$ cat src/cle_pkg.sv
// package: shared types and constants for the circular list engine
`timescale 1ns / 1ps
package cle_pkg;
    localparam logic [2:0] OP_START  = 3'd0;
    localparam logic [2:0] OP_INS_HD = 3'd1;
    localparam logic [2:0] OP_INS_TL = 3'd2;
    localparam logic [2:0] OP_INS_AF = 3'd3;
    localparam logic [2:0] OP_DELETE = 3'd4;
    localparam logic [2:0] OP_LIST   = 3'd5;

    localparam logic [1:0] ST_OK       = 2'd0;
    localparam logic [1:0] ST_EMPTY    = 2'd1;
    localparam logic [1:0] ST_NOT_FND  = 2'd2;
    localparam logic [1:0] ST_FULL     = 2'd3;

    typedef enum logic [3:0] {
        S_IDLE, S_DISPATCH, S_WALK_RD, S_WALK_CHK, S_LINK, S_OUT
    } t_state;

    // command bundle from controller to datapath
    typedef struct packed {
        logic       load;     // capture input item
        logic       start;    // start new list
        logic       alloc;    // take a node, write its value and forward link
        logic       splice;   // point the predecessor link at the new node
        logic       rd_cur;   // issue read of cur node
        logic       step;     // advance cur along the list
        logic       del;      // delete cur
        logic       emit_el;  // result carries cur value
        logic [1:0] status;
        logic       fin;
        logic       out_load; // load output register
    } t_cmd;

    typedef struct packed {
        logic [2:0] op;
        logic       empty;
        logic       full;
        logic       match;    // cur value equals search value
        logic       last;     // walk index at final node
        logic       out_busy; // output register holds a result the receiver is not taking
    } t_sts;
endpackage

$ cat src/cle_if.sv
// interfaces: valid/ready channels for items and results
`timescale 1ns / 1ps
interface cle_in_if;
    logic               valid;
    logic               ready;
    logic [2:0]         op;
    logic signed [31:0] new_value;
    logic signed [31:0] anchor_key;
    modport source (output valid, op, new_value, anchor_key, input ready);
    modport sink   (input valid, op, new_value, anchor_key, output ready);
endinterface

interface cle_out_if;
    logic               valid;
    logic               ready;
    logic signed [31:0] element;
    logic [1:0]         status;
    logic               final_res;
    logic [6:0]         occupancy;
    modport source (output valid, element, status, final_res, occupancy, input ready);
    modport sink   (input valid, element, status, final_res, occupancy, output ready);
endinterface

$ cat src/cle_ram.sv
// generic single-port-write ram with registered read
`timescale 1ns / 1ps
module cle_ram #(
    parameter int WIDTH = 32,
    parameter int DEPTH = 64
) (
    input  logic                     i_clk,
    input  logic                     i_we,
    input  logic [$clog2(DEPTH)-1:0] i_waddr,
    input  logic [WIDTH-1:0]         i_wdata,
    input  logic [$clog2(DEPTH)-1:0] i_raddr,
    output logic [WIDTH-1:0]         o_rdata
);
    logic [WIDTH-1:0] r_mem [DEPTH];
    always_ff @(posedge i_clk) begin
        if (i_we) begin
            r_mem[i_waddr] <= i_wdata;
        end
        o_rdata <= r_mem[i_raddr];
    end
endmodule

$ cat src/cle_datapath.sv
// datapath: node memories, free stack, pointers and output register
`timescale 1ns / 1ps
module cle_datapath #(
    parameter int CAPACITY = 64
) (
    input  logic           i_clk,
    input  logic           i_rst_n,
    input  cle_pkg::t_cmd  i_cmd,
    output cle_pkg::t_sts  o_sts,
    input  logic [2:0]     i_op,
    input  logic [31:0]    i_new_value,
    input  logic [31:0]    i_anchor_key,
    output logic           o_valid,
    input  logic           i_ready,
    output logic [31:0]    o_element,
    output logic [1:0]     o_status,
    output logic           o_final,
    output logic [6:0]     o_occupancy
);
    localparam int AW = $clog2(CAPACITY);
    localparam int CW = $clog2(CAPACITY + 1);

    logic [2:0]    r_op;
    logic [31:0]   r_val, r_key;
    logic [AW-1:0] r_tail, r_head, r_cur, r_prev, r_new;
    logic [CW-1:0] r_count, r_idx, r_fresh, r_nfree;
    logic          r_valid;
    logic [31:0]   r_element;
    logic [1:0]    r_status;
    logic          r_final;
    logic [6:0]    r_occ;

    logic          is_af;
    logic [AW-1:0] n_new;
    logic [31:0]   val_rd;
    logic [AW-1:0] link_rd, free_rd;
    logic          val_we, link_we;
    logic [AW-1:0] val_wa, link_wa, link_wd;
    logic [AW-1:0] free_wa, free_ra;
    logic [31:0]   cmp_val;

    cle_ram #(.WIDTH(32), .DEPTH(CAPACITY)) u_vals (
        .i_clk(i_clk), .i_we(val_we), .i_waddr(val_wa), .i_wdata(r_val),
        .i_raddr(r_cur), .o_rdata(val_rd)
    );

    cle_ram #(.WIDTH(AW), .DEPTH(CAPACITY)) u_links (
        .i_clk(i_clk), .i_we(link_we), .i_waddr(link_wa), .i_wdata(link_wd),
        .i_raddr(r_cur), .o_rdata(link_rd)
    );

    cle_ram #(.WIDTH(AW), .DEPTH(CAPACITY)) u_free (
        .i_clk(i_clk), .i_we(i_cmd.del), .i_waddr(free_wa), .i_wdata(r_cur),
        .i_raddr(free_ra), .o_rdata(free_rd)
    );

    assign is_af = (r_op == cle_pkg::OP_INS_AF);
    // nodes never handed out since the last start come from r_fresh, freed ones from the stack
    assign n_new   = (r_nfree != '0) ? free_rd : AW'(r_fresh);
    assign free_wa = AW'(r_nfree);
    assign free_ra = AW'(r_nfree - CW'(1));

    assign val_we  = i_cmd.start | i_cmd.alloc;
    assign val_wa  = i_cmd.start ? '0 : n_new;
    assign link_we = i_cmd.start | i_cmd.alloc | i_cmd.splice | i_cmd.del;

    always_comb begin
        if (i_cmd.start) begin
            link_wa = '0;
            link_wd = '0;
        end else if (i_cmd.alloc) begin
            link_wa = n_new;
            link_wd = is_af ? link_rd : r_head;
        end else if (i_cmd.splice) begin
            link_wa = is_af ? r_cur : r_tail;
            link_wd = r_new;
        end else begin
            // delete: prev skips over cur
            link_wa = r_prev;
            link_wd = link_rd;
        end
    end

    always_ff @(posedge i_clk) begin
        if (!i_rst_n) begin
            r_tail  <= '0;
            r_head  <= '0;
            r_cur   <= '0;
            r_count <= '0;
            r_fresh <= '0;
            r_nfree <= '0;
            r_valid <= 1'b0;
        end else begin
            if (i_cmd.load) begin
                r_op  <= i_op;
                r_val <= i_new_value;
                r_key <= i_anchor_key;
            end
            if (i_cmd.start) begin
                r_tail  <= '0;
                r_head  <= '0;
                r_count <= CW'(1);
                r_fresh <= CW'(1);
                r_nfree <= '0;
            end
            if (i_cmd.alloc) begin
                r_new   <= n_new;
                r_count <= r_count + CW'(1);
                if (r_nfree != '0) begin
                    r_nfree <= r_nfree - CW'(1);
                end else begin
                    r_fresh <= r_fresh + CW'(1);
                end
            end
            if (i_cmd.splice) begin
                if (is_af) begin
                    if (r_cur == r_tail) begin
                        r_tail <= r_new;
                    end
                end else if (r_op == cle_pkg::OP_INS_HD) begin
                    r_head <= r_new;
                end else begin
                    r_tail <= r_new;
                end
            end
            if (i_cmd.del) begin
                if (r_count == CW'(1)) begin
                    r_tail <= '0;
                end else begin
                    if (r_cur == r_head) begin
                        r_head <= link_rd;
                    end
                    if (r_cur == r_tail) begin
                        r_tail <= r_prev;
                    end
                end
                r_nfree <= r_nfree + CW'(1);
                r_count <= r_count - CW'(1);
            end
            // walk pointers: rd_cur starts at head
            if (i_cmd.rd_cur) begin
                r_prev <= r_tail;
                r_cur  <= r_head;
                r_idx  <= '0;
            end
            if (i_cmd.step) begin
                r_prev <= r_cur;
                r_cur  <= link_rd;
                r_idx  <= r_idx + CW'(1);
            end
            if (i_cmd.out_load) begin
                r_valid <= 1'b1;
            end else if (i_ready) begin
                r_valid <= 1'b0;
            end
        end
    end

    // output payload; out_load comes after any count update of the item
    always_ff @(posedge i_clk) begin
        if (i_cmd.out_load) begin
            r_element <= i_cmd.emit_el ? val_rd : 32'd0;
            r_status  <= i_cmd.status;
            r_final   <= i_cmd.fin;
            r_occ     <= 7'(r_count);
        end
    end

    assign cmp_val = is_af ? r_key : r_val;

    assign o_sts.op       = r_op;
    assign o_sts.empty    = (r_count == '0);
    assign o_sts.full     = (r_count >= CW'(CAPACITY));
    assign o_sts.match    = (val_rd == cmp_val);
    assign o_sts.last     = (r_idx + CW'(1) == r_count);
    assign o_sts.out_busy = r_valid & ~i_ready;

    assign o_valid     = r_valid;
    assign o_element   = r_element;
    assign o_status    = r_status;
    assign o_final     = r_final;
    assign o_occupancy = r_occ;
endmodule

$ cat src/cle_ctrl.sv
// controller: sequences each operation over the datapath
`timescale 1ns / 1ps
module cle_ctrl (
    input  logic           i_clk,
    input  logic           i_rst_n,
    input  logic           i_valid,
    output logic           o_ready,
    input  cle_pkg::t_sts  i_sts,
    output cle_pkg::t_cmd  o_cmd
);
    cle_pkg::t_state r_state, n_state;
    logic [1:0] r_st, n_st;

    always_ff @(posedge i_clk) begin
        if (!i_rst_n) begin
            r_state <= cle_pkg::S_IDLE;
            r_st    <= cle_pkg::ST_OK;
        end else begin
            r_state <= n_state;
            r_st    <= n_st;
        end
    end

    always_comb begin
        n_state = r_state;
        n_st    = r_st;
        o_cmd   = '0;
        o_ready = 1'b0;
        case (r_state)
            cle_pkg::S_IDLE: begin
                o_ready = 1'b1;
                if (i_valid) begin
                    o_cmd.load = 1'b1;
                    n_state    = cle_pkg::S_DISPATCH;
                end
            end
            cle_pkg::S_DISPATCH: begin
                n_st    = cle_pkg::ST_OK;
                n_state = cle_pkg::S_OUT;
                case (i_sts.op)
                    cle_pkg::OP_START: o_cmd.start = 1'b1;
                    cle_pkg::OP_INS_HD, cle_pkg::OP_INS_TL, cle_pkg::OP_INS_AF: begin
                        if (i_sts.empty) begin
                            o_cmd.start = 1'b1;
                        end else if (i_sts.full) begin
                            n_st = cle_pkg::ST_FULL;
                        end else if (i_sts.op == cle_pkg::OP_INS_AF) begin
                            o_cmd.rd_cur = 1'b1;
                            n_state = cle_pkg::S_WALK_RD;
                        end else begin
                            o_cmd.alloc = 1'b1;
                            n_state = cle_pkg::S_LINK;
                        end
                    end
                    cle_pkg::OP_DELETE, cle_pkg::OP_LIST: begin
                        if (i_sts.empty) begin
                            n_st = cle_pkg::ST_EMPTY;
                        end else begin
                            o_cmd.rd_cur = 1'b1;
                            n_state = cle_pkg::S_WALK_RD;
                        end
                    end
                    default: ;
                endcase
            end
            // wait state for the registered node ram read
            cle_pkg::S_WALK_RD: n_state = cle_pkg::S_WALK_CHK;
            cle_pkg::S_WALK_CHK: begin
                if (i_sts.op == cle_pkg::OP_LIST) begin
                    if (!i_sts.out_busy) begin
                        o_cmd.out_load = 1'b1;
                        o_cmd.emit_el  = 1'b1;
                        o_cmd.fin      = i_sts.last;
                        o_cmd.status   = cle_pkg::ST_OK;
                        if (i_sts.last) begin
                            n_state = cle_pkg::S_IDLE;
                        end else begin
                            o_cmd.step = 1'b1;
                            n_state = cle_pkg::S_WALK_RD;
                        end
                    end
                end else if (i_sts.match) begin
                    n_st = cle_pkg::ST_OK;
                    if (i_sts.op == cle_pkg::OP_INS_AF) begin
                        o_cmd.alloc = 1'b1;
                        n_state = cle_pkg::S_LINK;
                    end else begin
                        o_cmd.del = 1'b1;
                        n_state = cle_pkg::S_OUT;
                    end
                end else if (i_sts.last) begin
                    n_st = cle_pkg::ST_NOT_FND;
                    n_state = cle_pkg::S_OUT;
                end else begin
                    o_cmd.step = 1'b1;
                    n_state = cle_pkg::S_WALK_RD;
                end
            end
            // second link write of an insert
            cle_pkg::S_LINK: begin
                o_cmd.splice = 1'b1;
                n_state = cle_pkg::S_OUT;
            end
            cle_pkg::S_OUT: begin
                if (!i_sts.out_busy) begin
                    o_cmd.out_load = 1'b1;
                    o_cmd.status   = r_st;
                    o_cmd.fin      = 1'b1;
                    n_state = cle_pkg::S_IDLE;
                end
            end
            default: n_state = cle_pkg::S_IDLE;
        endcase
    end
endmodule

$ cat src/circular_list_engine.sv
// top level: circular singly linked list engine
`timescale 1ns / 1ps
// usage
// in_ch carries one operation per transfer (op, new_value, anchor_key);
// out_ch returns results (element, status, final_res, occupancy).
// one item is worked at a time; ready is high only while the engine is idle,
// which it is again the cycle after the item's last result is loaded.
// start, unknown op and rejected inserts: dispatch, then the result is loaded;
// head/tail insert: node write, then the old tail's link write, then the result.
// insert-after and delete walk the list (ram read, then compare, per node).
// list-all streams one result per node, loaded at the node's compare step, the
// last one marked with final_res; an empty list
// gives one result with status empty.
// a single output register holds each result; when the receiver stalls
// the walk waits on that register, nothing is dropped.
// reset (synchronous, active low) empties the list and clears the free-node
// counters; node memories are not cleared.
module circular_list_engine #(
    parameter int CAPACITY = 64
) (
    input  logic        i_clk,
    input  logic        i_rst_n,
    cle_in_if.sink      in_ch,
    cle_out_if.source   out_ch
);
    cle_pkg::t_cmd cmd;
    cle_pkg::t_sts sts;

    cle_ctrl u_ctrl (
        .i_clk(i_clk), .i_rst_n(i_rst_n), .i_valid(in_ch.valid), .o_ready(in_ch.ready),
        .i_sts(sts), .o_cmd(cmd)
    );

    cle_datapath #(.CAPACITY(CAPACITY)) u_dp (
        .i_clk(i_clk), .i_rst_n(i_rst_n), .i_cmd(cmd), .o_sts(sts),
        .i_op(in_ch.op), .i_new_value(in_ch.new_value), .i_anchor_key(in_ch.anchor_key),
        .o_valid(out_ch.valid), .i_ready(out_ch.ready), .o_element(out_ch.element),
        .o_status(out_ch.status), .o_final(out_ch.final_res),
        .o_occupancy(out_ch.occupancy)
    );

`ifndef NO_ASSERTIONS
    // never accept an item while a result transfer is still pending in the walk
    a_no_accept_busy: assert property (@(posedge i_clk) disable iff (!i_rst_n)
        (in_ch.ready |-> !(cmd.out_load)))
        else $error("accept during output load");
    // occupancy never exceeds capacity
    a_occ_range: assert property (@(posedge i_clk) disable iff (!i_rst_n)
        (out_ch.valid |-> out_ch.occupancy <= 7'(CAPACITY)))
        else $error("occupancy out of range");
    // non-list results never carry an element
    a_elem_zero: assert property (@(posedge i_clk) disable iff (!i_rst_n)
        (cmd.out_load && !cmd.emit_el |=> out_ch.element == 32'd0))
        else $error("element not zero");
`endif
endmodule

$ cat src/flat_wrapper.sv
// flat-port wrapper written by rule: the top's interface ports become plain ports
module circular_list_engine_flat 
#(
    parameter int CAPACITY = 64
)
  (i_clk, i_rst_n, in_ch_valid, in_ch_op, in_ch_new_value, in_ch_anchor_key, in_ch_ready, out_ch_valid, out_ch_element, out_ch_status, out_ch_final_res, out_ch_occupancy, out_ch_ready);
  cle_in_if in_ch_i ();
  cle_out_if out_ch_i ();
  input  logic i_clk;
  input  logic i_rst_n;
  input wire logic [$bits(in_ch_i.valid)-1:0] in_ch_valid;
  input wire logic [$bits(in_ch_i.op)-1:0] in_ch_op;
  input wire logic [$bits(in_ch_i.new_value)-1:0] in_ch_new_value;
  input wire logic [$bits(in_ch_i.anchor_key)-1:0] in_ch_anchor_key;
  output wire logic [$bits(in_ch_i.ready)-1:0] in_ch_ready;
  output wire logic [$bits(out_ch_i.valid)-1:0] out_ch_valid;
  output wire logic [$bits(out_ch_i.element)-1:0] out_ch_element;
  output wire logic [$bits(out_ch_i.status)-1:0] out_ch_status;
  output wire logic [$bits(out_ch_i.final_res)-1:0] out_ch_final_res;
  output wire logic [$bits(out_ch_i.occupancy)-1:0] out_ch_occupancy;
  input wire logic [$bits(out_ch_i.ready)-1:0] out_ch_ready;
  assign in_ch_i.valid = in_ch_valid;
  assign in_ch_i.op = in_ch_op;
  assign in_ch_i.new_value = in_ch_new_value;
  assign in_ch_i.anchor_key = in_ch_anchor_key;
  assign in_ch_ready = in_ch_i.ready;
  assign out_ch_valid = out_ch_i.valid;
  assign out_ch_element = out_ch_i.element;
  assign out_ch_status = out_ch_i.status;
  assign out_ch_final_res = out_ch_i.final_res;
  assign out_ch_occupancy = out_ch_i.occupancy;
  assign out_ch_i.ready = out_ch_ready;
  circular_list_engine #(.CAPACITY(CAPACITY)) u_core (.i_clk(i_clk), .i_rst_n(i_rst_n), .in_ch(in_ch_i), .out_ch(out_ch_i));
endmodule
$ cat config.mk
export PLATFORM = sky130hd
export DESIGN_NAME = circular_list_engine_flat
export DESIGN_NICKNAME = d
export VERILOG_FILES = /design/src/cle_pkg.sv /design/src/cle_if.sv /design/src/cle_ram.sv /design/src/cle_datapath.sv /design/src/cle_ctrl.sv /design/src/circular_list_engine.sv /design/src/flat_wrapper.sv
export SDC_FILE = /design/constraint.sdc
export NUM_CORES = 2
export LEC_CHECK = 0
export BUFFER_PORTS_ARGS = -buffer_cell sky130_fd_sc_hd__buf_2
export CAP_MARGIN = 40
export CORE_MARGIN = 2
export CORE_UTILIZATION = 60
export DETAILED_ROUTE_END_ITERATION = 7
export GPL_ROUTABILITY_DRIVEN = 0
export PLACE_DENSITY = 0.77
export SETUP_SLACK_MARGIN = 0.15
export SLEW_MARGIN = 5
export SYNTH_ARGS = -nofsm -noshare
export SYNTH_HDL_FRONTEND = slang
export SYNTH_SLANG_ARGS = --single-unit
$ cat constraint.sdc
create_clock -name i_clk -period 7.65 [get_ports i_clk]
set_input_delay 0.765 -clock i_clk [delete_from_list [all_inputs] [get_ports i_clk]]
set_output_delay 0.765 -clock i_clk [all_outputs]
set_load 0.005 [all_outputs]
==> impl_metrics.py <==
metrics = {
    "outcome": {
        "status": "finished, final reports clean",
    },
    "logic_synthesis": {
        "synth_area_um2": 117000,
        "yosys.area.top_type": "edfxtp_1",
        "synthTopCellsByArea": "edfxtp_1, mux4_2, dfxtp_1, nor2_1, clkbuf_1",
        "seq_area_frac_synth_pct": 77.1,
        "synth_top_area_share_pct": 75.6,
        "synthFlopType": "edfxtp_1",
        "yosysUniqueCellTypes": 65,
        "async_reset_ff_share_pct": 0,
        "yosysWarnings": 0,
        "synth_common_cells": "edfxtp_1, mux4_2, nor2_1, clkbuf_1, dfxtp_1",
        "syn-num-nets": 5182,
        "synth-edff-count": 2944,
        "syn_inst": 5104,
        "syn_avg_cell_area_um2": 22.9,
        "synth_most_common_cell": "edfxtp_1",
        "ys_ff_latch": 3032,
    },
    "power": {
        "p_switching_uw": 7080,
        "total_power_uw": 34200,
        "peakVddDrop_mv": 0.361,
        "power.share.sequential_pct": 53.9,
        "combPwrFrac_pct": 2.6,
        "power.leakage_uw": 0.0401,
        "p_sw_share_pct": 20.7,
        "cellInternalPower_uw": 27100,
        "power_density_nw_per_um2": 258,
        "p_clk_share_pct": 43.5,
    },
    "drt": {
        "wl_met1_um": 106000,
        "wire_per_inst_um": 38.3,
        "wl_met2_um": 158000,
        "first_iter_violations": 9815,
        "top_layer_used": "met5",
        "route.met3.wl_um": 33100,
        "drt-vias-per-instance": 7.19,
        "routed_wl_um": 317000,
        "route.detailed.drc": 0,
        "drtPass1Iterations": 6,
        "ant_nets": 0,
        "vias": 59300,
    },
    "floorplan": {
        "dieArea_um2": 199000,
        "rows": 162,
        "fp.dieH_um": 446,
        "start_util_pct": 60.2,
        "core_region_area_um2": 194000,
        "pin_count": 115,
        "die_w_um": 446,
    },
    "worst_hold_path": {
        "hp-class": "primary input to register",
        "holdPathEnd": "u_core.u_dp.r_key[25]$_DFFE_PP_",
        "holdPathStages": 1,
        "min_from": "in_ch_anchor_key[25]",
    },
    "cells_and_area": {
        "multi_input_comb_area_um2": 26200,
        "nFillCells": 11000,
        "instances_no_fill": 8257,
        "drive_gt1_share_pct": 31.1,
        "area_growth_pct": 13.0,
        "regArea_um2": 90200,
        "nNetsFinal": 5556,
    },
    "placed_design": {
        "hpwl_um": 163000,
        "port_buffers": 114,
        "place_inst": 7677,
    },
    "clocking": {
        "cts_root_buf": "clkbuf_16",
        "cts_buffers": 305,
        "ctsResizeCount": 0,
        "clock_latency_ns": 0.96,
        "clockBufferDepth": 4,
        "clkSlewWorstSetupHoldPaths_ns": 0.06,
        "cts_tree": "built",
        "cts_max_level": 5,
        "clock-sinks": 3032,
    },
    "timing": {
        "finClkSkew_ns": 0.0886,
        "rsz0062_at_grt": "false",
        "slew_violations": 0,
        "max_freq_mhz": 158,
        "setup_viol": 0,
        "fin_crit_sh_pct": 82.9,
        "hold_viol": 0,
        "slew_headroom_pct": 33.4,
        "tns_ns": 0,
        "whs_ns": 0.0203,
        "post-route-min-period_ns": 6.34,
        "worst_pin_slew_ns": 0.992,
    },
    "setup_path": {
        "arrival_ns": 6.94,
        "regToRegEndpoint": "u_core.u_dp.u_vals.r_mem[4][20]$_DFFE_PP_",
        "regToRegStartpoint": "u_core.u_dp.r_op[2]$_DFFE_PP_",
        "startpoint_type": "register",
        "cp.required_ns": 8.24,
        "timing.setup.critical_path_class": "register to register",
        "end_kind": "register",
        "cp_max_fo": 18,
        "reg2regPathDepth": 9,
        "r2r_setup_slack_ns": 1.31,
    },
    "global_route": {
        "grt_pass1_wl_um": 451000,
        "grt_util_all_layers_pct": 32.4,
        "grt_overflow_total": 0,
        "grt_max_degree": 166,
        "grt_pass1_vias": 59200,
        "antenna_found_initial": 15,
    },
    "flow_run": {
        "drv_cap": 0,
    },
}
==> worst max-delay path by stage <==
stage          depth (start not counted)                      startpoint  slack, ns                                        end
6_report                               9   u_core.u_dp.r_op[2]$_DFFE_PP_       1.31  u_core.u_dp.u_vals.r_mem[4][20]$_DFFE_PP_
5_1_grt                                9   u_core.u_dp.r_op[2]$_DFFE_PP_       1.26  u_core.u_dp.u_vals.r_mem[4][20]$_DFFE_PP_
4_1_cts                                9   u_core.u_dp.r_op[2]$_DFFE_PP_       1.53   u_core.u_dp.u_vals.r_mem[4][8]$_DFFE_PP_
3_5_place_dp                          10   u_core.u_dp.r_op[2]$_DFFE_PP_       1.71   u_core.u_dp.u_vals.r_mem[4][0]$_DFFE_PP_
3_3_place_gp                          10   u_core.u_dp.r_op[2]$_DFFE_PP_       1.76   u_core.u_dp.u_vals.r_mem[4][0]$_DFFE_PP_
2_1_floorplan                          8  u_core.u_dp.r_val[2]$_DFFE_PP_       0.74   u_core.u_dp.u_vals.r_mem[6][0]$_DFFE_PP_
==> kinds of logic (layout without fill, tap and decap cells) <==
logic type | count (synthesis) | after routing | synth area share [%]
muxes | 963 | 963 | 18.0
buffers and inverters | 310 | 904 | 1.02
adders and majority gates | 7 | 7 | 0.0749
other | 0 | 17 | 0
xor gates and xnor gates | 71 | 71 | 0.532
and+or+nand+nor | 532 | 532 | 2.12
AOI/OAI and AO/OA | 189 | 189 | 1.16
DFF | 3032 | 3032 | 77.1
==> power by group through the flow <==
stage | registers [uW] | logic [uW] | clock network [uW]
floorplan | 18800 | 358 | 0
global placement | 18700 | 793 | 0
detailed placement | 18800 | 823 | 0
CTS | 18400 | 854 | 14900
global route | 18400 | 911 | 15500
finish | 18400 | 878 | 14900
==> critical path, cell delays in order (launching register included) <==
cell	delay [ns]
edfxtp_1	0.47
and3b_1	0.91
mux2_2	0.42
a222oi_1	0.49
o211a_1	0.45
nand4_2	0.62
nand2_1	0.80
a41oi_2	0.57
nor2_4	0.74
buf_4	0.44
==> layer usage <==
metal / global-route usage, % / vias up
li1: - / 22400
met4: 17.0 / 6
met3: 6.00 / 912
met1: 42.4 / 31100
met5: 0 / -
met2: 52.5 / 4918
==> flip-flops by register name (all words and copies together) (netlist names), 7 cells and up <==
name,count
u_core.u_dp.r_key,32
u_core.u_dp.o_occupancy,7
u_core.u_dp.u_free.r_mem,384
u_core.u_dp.u_vals.r_mem,2048
u_core.u_dp.r_val,32
u_core.u_dp.o_element,32
u_core.u_dp.u_vals.o_rdata,32
u_core.u_dp.u_links.r_mem,384
u_core.u_dp.r_idx,7
u_core.u_dp.r_nfree,7
u_core.u_dp.r_count,7
==> per-stage QoR <==
step	setup WS, ns	cell area, um^2	utilization, %
2_1_floorplan	0.736	117000	-
6_report	1.31	132000	68.0
3_3_place_gp	1.76	122000	62.5
5_1_grt	1.26	132000	68.0
3_5_place_dp	1.71	122000	62.9
4_1_cts	1.53	132000	68.0
==> what timing repair did <==
action | CTS | global route
hold buffers | 35 | 0
hold endpoints to repair | 35 | 0
buffers inserted | 0 | 0
==> final cells by class <==
cell class / count / share of cell area, %
Timing Repair Buffer: 336 / 2.12
Clock inverter: 145 / 1.08
Sequential cell: 3032 / 68.2
Multi-Input combinational cell: 1762 / 19.8
Clock buffer: 382 / 6.21
Tap cell: 2542 / 2.41
Antenna cell: 17 / 0.0322
Inverter: 41 / 0.116
==> cells in the final DEF, fill, tap and decap left out, types with 12 or more instances in the layout <==
cell type	n
a211oi_1	16
a21oi_1	30
and2_1	27
buf_12	24
buf_2	118
buf_4	136
bufinv_16	27
clkbuf_1	58
clkbuf_16	314
clkinv_1	42
clkinv_2	55
clkinvlp_4	12
dfxtp_1	81
diode_2	17
dlygate4sd3_1	35
edfxtp_1	2944
inv_1	40
mux2_2	21
mux2i_1	28
mux4_2	913
nand2_1	80
nand3_1	39
nand4_1	15
nor2_1	178
nor2_4	52
nor3_1	35
nor3_2	12
nor4_1	28
o211a_1	14
o211ai_1	17
o21ai_0	29
o22ai_1	15
xnor2_1	38
xor2_1	31
(Power assumes the default switching activity.)
